File: src/rtl/core/kmht_pkg.sv
package kmht_pkg;

    localparam int CAPACITY  = 64;
    localparam int ID_COUNT  = 1024;
    localparam int TIME_BITS = 48;

    localparam int IDX_W     = $clog2(CAPACITY);
    localparam int CNT_W     = IDX_W + 1;
    localparam int CHILD_W   = IDX_W + 2;
    localparam int ID_W      = 10;
    localparam int TMO_W     = 31;
    localparam int EL_W      = 16;
    localparam int KIND_W    = 3;
    localparam int RES_LIMIT = 64;
    localparam int K_W       = $clog2(RES_LIMIT);

    localparam logic [2:0] OP_ADD    = 3'd0;
    localparam logic [2:0] OP_ADJUST = 3'd1;
    localparam logic [2:0] OP_FIRE   = 3'd2;
    localparam logic [2:0] OP_TICK   = 3'd3;
    localparam logic [2:0] OP_CLEAR  = 3'd4;

    localparam logic [KIND_W-1:0] K_EXPIRED = 3'd0;
    localparam logic [KIND_W-1:0] K_FIRED   = 3'd1;
    localparam logic [KIND_W-1:0] K_ACK     = 3'd2;
    localparam logic [KIND_W-1:0] K_NEXT    = 3'd3;
    localparam logic [KIND_W-1:0] K_ERROR   = 3'd4;

    typedef logic [TIME_BITS-1:0] time_t;

    typedef struct packed {
        time_t            expiry;
        logic [ID_W-1:0]  id;
    } slot_t;

    typedef struct packed {
        logic              we;
        logic [IDX_W-1:0]  waddr;
        slot_t             wdata;
        logic              re;
        logic [IDX_W-1:0]  raddr_a;
        logic [IDX_W-1:0]  raddr_b;
    } heap_req_t;

    typedef struct packed {
        logic              we;
        logic [ID_W-1:0]   waddr;
        logic [IDX_W-1:0]  wdata;
        logic              re;
        logic [ID_W-1:0]   raddr;
    } slot_req_t;

    // Saturating add of a 31-bit offset to a time value.
    function automatic time_t sat_add(time_t a, logic [TMO_W-1:0] b);
        logic [TIME_BITS:0] s;
        s = {1'b0, a} + (TIME_BITS + 1)'(b);
        return s[TIME_BITS] ? '1 : s[TIME_BITS-1:0];
    endfunction

endpackage

File: src/rtl/core/kmht_heap_mem.sv
module kmht_heap_mem import kmht_pkg::*; (
    input  logic      aclk,
    input  heap_req_t req,
    output slot_t     rd_a,
    output slot_t     rd_b
);

    slot_t mem [CAPACITY];
    slot_t rd_a_reg;
    slot_t rd_b_reg;

    // Two read ports, one write port, registered read data.
    always_ff @(posedge aclk) begin
        if (req.we) begin
            mem[req.waddr] <= req.wdata;
        end
        if (req.re) begin
            rd_a_reg <= mem[req.raddr_a];
            rd_b_reg <= mem[req.raddr_b];
        end
    end

    assign rd_a = rd_a_reg;
    assign rd_b = rd_b_reg;

endmodule

File: config.mk
export PLATFORM = sky130hd
export DESIGN_NAME = kmht_heap_mem
export DESIGN_NICKNAME = d
export VERILOG_FILES = /design/src/rtl/core/kmht_pkg.sv /design/src/rtl/core/kmht_heap_mem.sv
export SDC_FILE = /design/constraint.sdc
export NUM_CORES = 2
export LEC_CHECK = 0
export BUFFER_PORTS_ARGS = -buffer_cell sky130_fd_sc_hd__buf_2
export CAP_MARGIN = 10
export CORE_ASPECT_RATIO = 0.9
export CORE_MARGIN = 2
export CORE_UTILIZATION = 63
export CTS_CLUSTER_DIAMETER = 50
export DETAILED_ROUTE_END_ITERATION = 8
export PLACE_DENSITY_LB_ADDON = 0.15
export REMOVE_ABC_BUFFERS = 1
export SLEW_MARGIN = 20
export SYNTH_ARGS = -nofsm -noshare
export SYNTH_HDL_FRONTEND = slang
export SYNTH_SLANG_ARGS = --single-unit
File: constraint.sdc
create_clock -name aclk -period 6.4 [get_ports aclk]
set_clock_uncertainty 0.1 [all_clocks]
set_input_delay 0.64 -clock aclk [delete_from_list [all_inputs] [get_ports aclk]]
set_output_delay 0.64 -clock aclk [all_outputs]
set_load 0.02 [all_outputs]
After elaboration in Yosys (flattened, before gate mapping)

Memories as Yosys holds them, arrays and structs flattened. A register that Yosys moved wholly into a read port is not among the register bits.
Cells that the tools add are included.

Memory bits (writable): 3,712
Flip-flop bits (word level): 0
Memories kept: 1
Output and inout port bits: 116

Muxes and demuxes: 2

Memory list:

| name | words | bits a word | read ports | clocked after memory_dff | write ports | RTL line           | text |
|---|---|---|---|---|---|---|---|
| mem  | 64    | 58          | 2          | 2                        | 1           | kmht_heap_mem.sv:8 | `slot_t mem [CAPACITY];` |

Operators with widths:

| operator | number |
|---|---|
| $mux W1  | 2 |

Depth between registers and ports, before layout

Depth after elaboration: 2
Mapped depth: 11

Least setup slack after synthesis

Ideal clock, no wire load.

Path type: input -> register
From: input req[74] (netlist bit)
To: memory mem[48][0] (netlist bit), enable pin
Data arrival time: 5,083 ps
Stages: 4
Setup slack: 672 ps
Cell sequence: clkbuf_1 > nor2b_1 > nand4b_1 > nor3_1

RTL lines:

| what               | RTL line           | text |
|---|---|---|
| start: declaration | kmht_heap_mem.sv:3 | `input heap_req_t req,` |
| end: declaration   | kmht_heap_mem.sv:8 |  |

Straight into the memory's write port.

==> metrics <==
Starting Density 63.22%; I/O pin count 195; Slew HR 12.17%; Total Routed Length 601.6 mm; Async SR Flop Fraction 0%; gpl congestion 0.8880; layout cells sized above 1 33.88%; Worst Max-Slew Pin Slew 1.314 ns; core footprint 275900 sq um; Post-synth EDFFs 3828; synthesized flop and latch total 3828; CTS Sinks 3828; CTS Hold Bufs 0; crit start category input pin; CTS tree done; row count 183; CP arrival 4.42 ns; initial drt markers 21060; Tcrit/Tclk final 57.82%; most frequent cells in the layout 3828 x edfxtp_1, 1661 x mux4_2, 516 x mux2i_1; Final WS setup 2.700 ns; max reg flops 3712; Max Cap Viol 0; fin nets 8963; vias in the first global route 104200; Period minus WS final 3.700 ns; status completed; Unique masters post-synth 59; I/O Buffers 194; Pleak 0.06144 uW; Clk Tree Root Cell clkbuf_16; syn_area_per_cell 20.15 sq um; total gr overflow 0; unrepaired setup endpoints after global routing false; clock-pin slew on the worst setup and hold paths 0.06 ns; worst hold start req[53]; CTS Buf Count 404; most common cell after layout, fill and taps aside edfxtp_1; gr usage total 43.19%; via/cell ratio 8.216; Routed WL per cell 46.44 microns; post-synth design cell area 174400 sq um; post-CTS sizing 0; clk_lat worst skew 0.93 ns; crit end category register; first-pass GRT wire length 824.5 mm; largest net degree at the start of global routing 99; Setup CP Type input pin to register; Critical Path RT 7.12 ns; filler instances 16470; dpl ws 1.980 ns; P&R area growth vs syn 11.19%; Max clock buf depth 4; peak supply drop 0.0002765 V; Main synth FF type edfxtp_1; Routed Antenna Nets 0; pwr dens 289.5 nW/um^2; Die W 558.7 microns; final hold vios 0; crit path launch req[8]; hold crit path type input pin to register; die area 281100 sq um; residual DRC count 0; H-tree depth 5; Setup Viol. Count Final 0; reg2reg start mem[31][11]; Syn. warnings 0; die height 503.2 microns; Cells after Synth 8659; First-pass DRT Iterations 8; routed via count 106400; initial antenna violation count 45; post-route setup TNS 0 ns; DP Wirelength 325.0 mm; sequential share of the synthesized area 65.90%; Fmax 0.2702 GHz; Max FO, Critical Path 31; final slew viol count 0; post-CTS setup buffers 0
## through the flow
step           std cells  hold WS, ns  power, uW  instance area [sq um]  utilization (%)
2_1_floorplan       7964       0.6389      30490                 170700                -
3_3_place_gp       12170       0.7092      32790                 180500            65.41
3_5_place_dp       12170       0.7421      32860                 180500            65.42
4_1_cts            12910       0.2735      56000                 193700            70.21
5_1_grt            12920      0.03199      57220                 193900            70.27
6_report           12950      0.02603      56160                 194000            70.30
## critical path: stages
cell,delay (ns)
buf_8,0.34
buf_4,0.55
or3b_2,0.68
buf_4,0.67
o22ai_1,0.16
nor4_1,0.99
o22a_1,0.24
## per-layer routing
layer | track usage, % | part of all wire, % | vias to the layer above
li1 | - | - | 38320
met5 | 0 | 0.035 | -
met3 | 15.34 | 18 | 2212
met1 | 58.80 | 32 | 54710
met4 | 24.75 | 6.8 | 34
met2 | 61.25 | 44 | 11170
## kinds of logic (layout without fill, tap and decap cells)
kind of cell,Yosys count,in the layout,share of synthesized area [%]
AO/OA/AOI/OAI,1103,1103,4.391
AND/OR/NAND/NOR,608,608,1.633
other,0,43,0
flip-flops,3828,3828,65.90
multiplexers,2406,2406,25.89
buffers and inverters,714,1266,2.188
## cell type report
cell class | count | area (sq um) | area share [%]
diodes | 43 | 107.6 | 0.05547
clock buffers | 474 | 10420 | 5.369
clock inverters | 259 | 2779 | 1.433
inverters | 19 | 71.32 | 0.03677
multi-input cells | 4117 | 56320 | 29.04
flip-flops and latches | 3828 | 115000 | 59.26
well taps | 3700 | 4629 | 2.387
repair buffers | 514 | 4693 | 2.420
## where the power goes
group	internal, uW	switching, uW
Clock	13500	10200
Sequential	27900	164
Combinational	1670	2780
## synth_stat cells, types with 24 or more instances
master / instances / share of area, %
a22o_1: 27 / 0.14
a221oi_1: 161 / 0.81
o221ai_1: 83 / 0.42
a21oi_1: 171 / 0.49
edfxtp_1: 3828 / 66
a221o_1: 33 / 0.19
o211ai_1: 24 / 0.10
clkbuf_1: 235 / 0.51
nand2b_1: 32 / 0.11
a22oi_1: 31 / 0.13
mux2_2: 228 / 1.5
nor4_1: 28 / 0.10
buf_1: 32 / 0.069
nor2b_1: 37 / 0.13
buf_2: 246 / 0.71
mux2i_1: 516 / 3.0
buf_6: 30 / 0.19
a211oi_1: 43 / 0.19
buf_4: 149 / 0.64
nand2_1: 147 / 0.32
mux4_2: 1661 / 21
o21ai_0: 153 / 0.44
o22ai_1: 277 / 0.99
nor2_1: 263 / 0.57
## final timing paths
path	to	slack [ns]	depth (start not counted)
hold reg to reg	rd_b[55]	0.75	4
setup reg to reg	rd_b[11]	4.06	5
setup / recovery	rd_a[21]	2.70	7
hold / removal	mem[0][40]	0.03	1
Note: power is estimated with default switching activity, not from simulation.
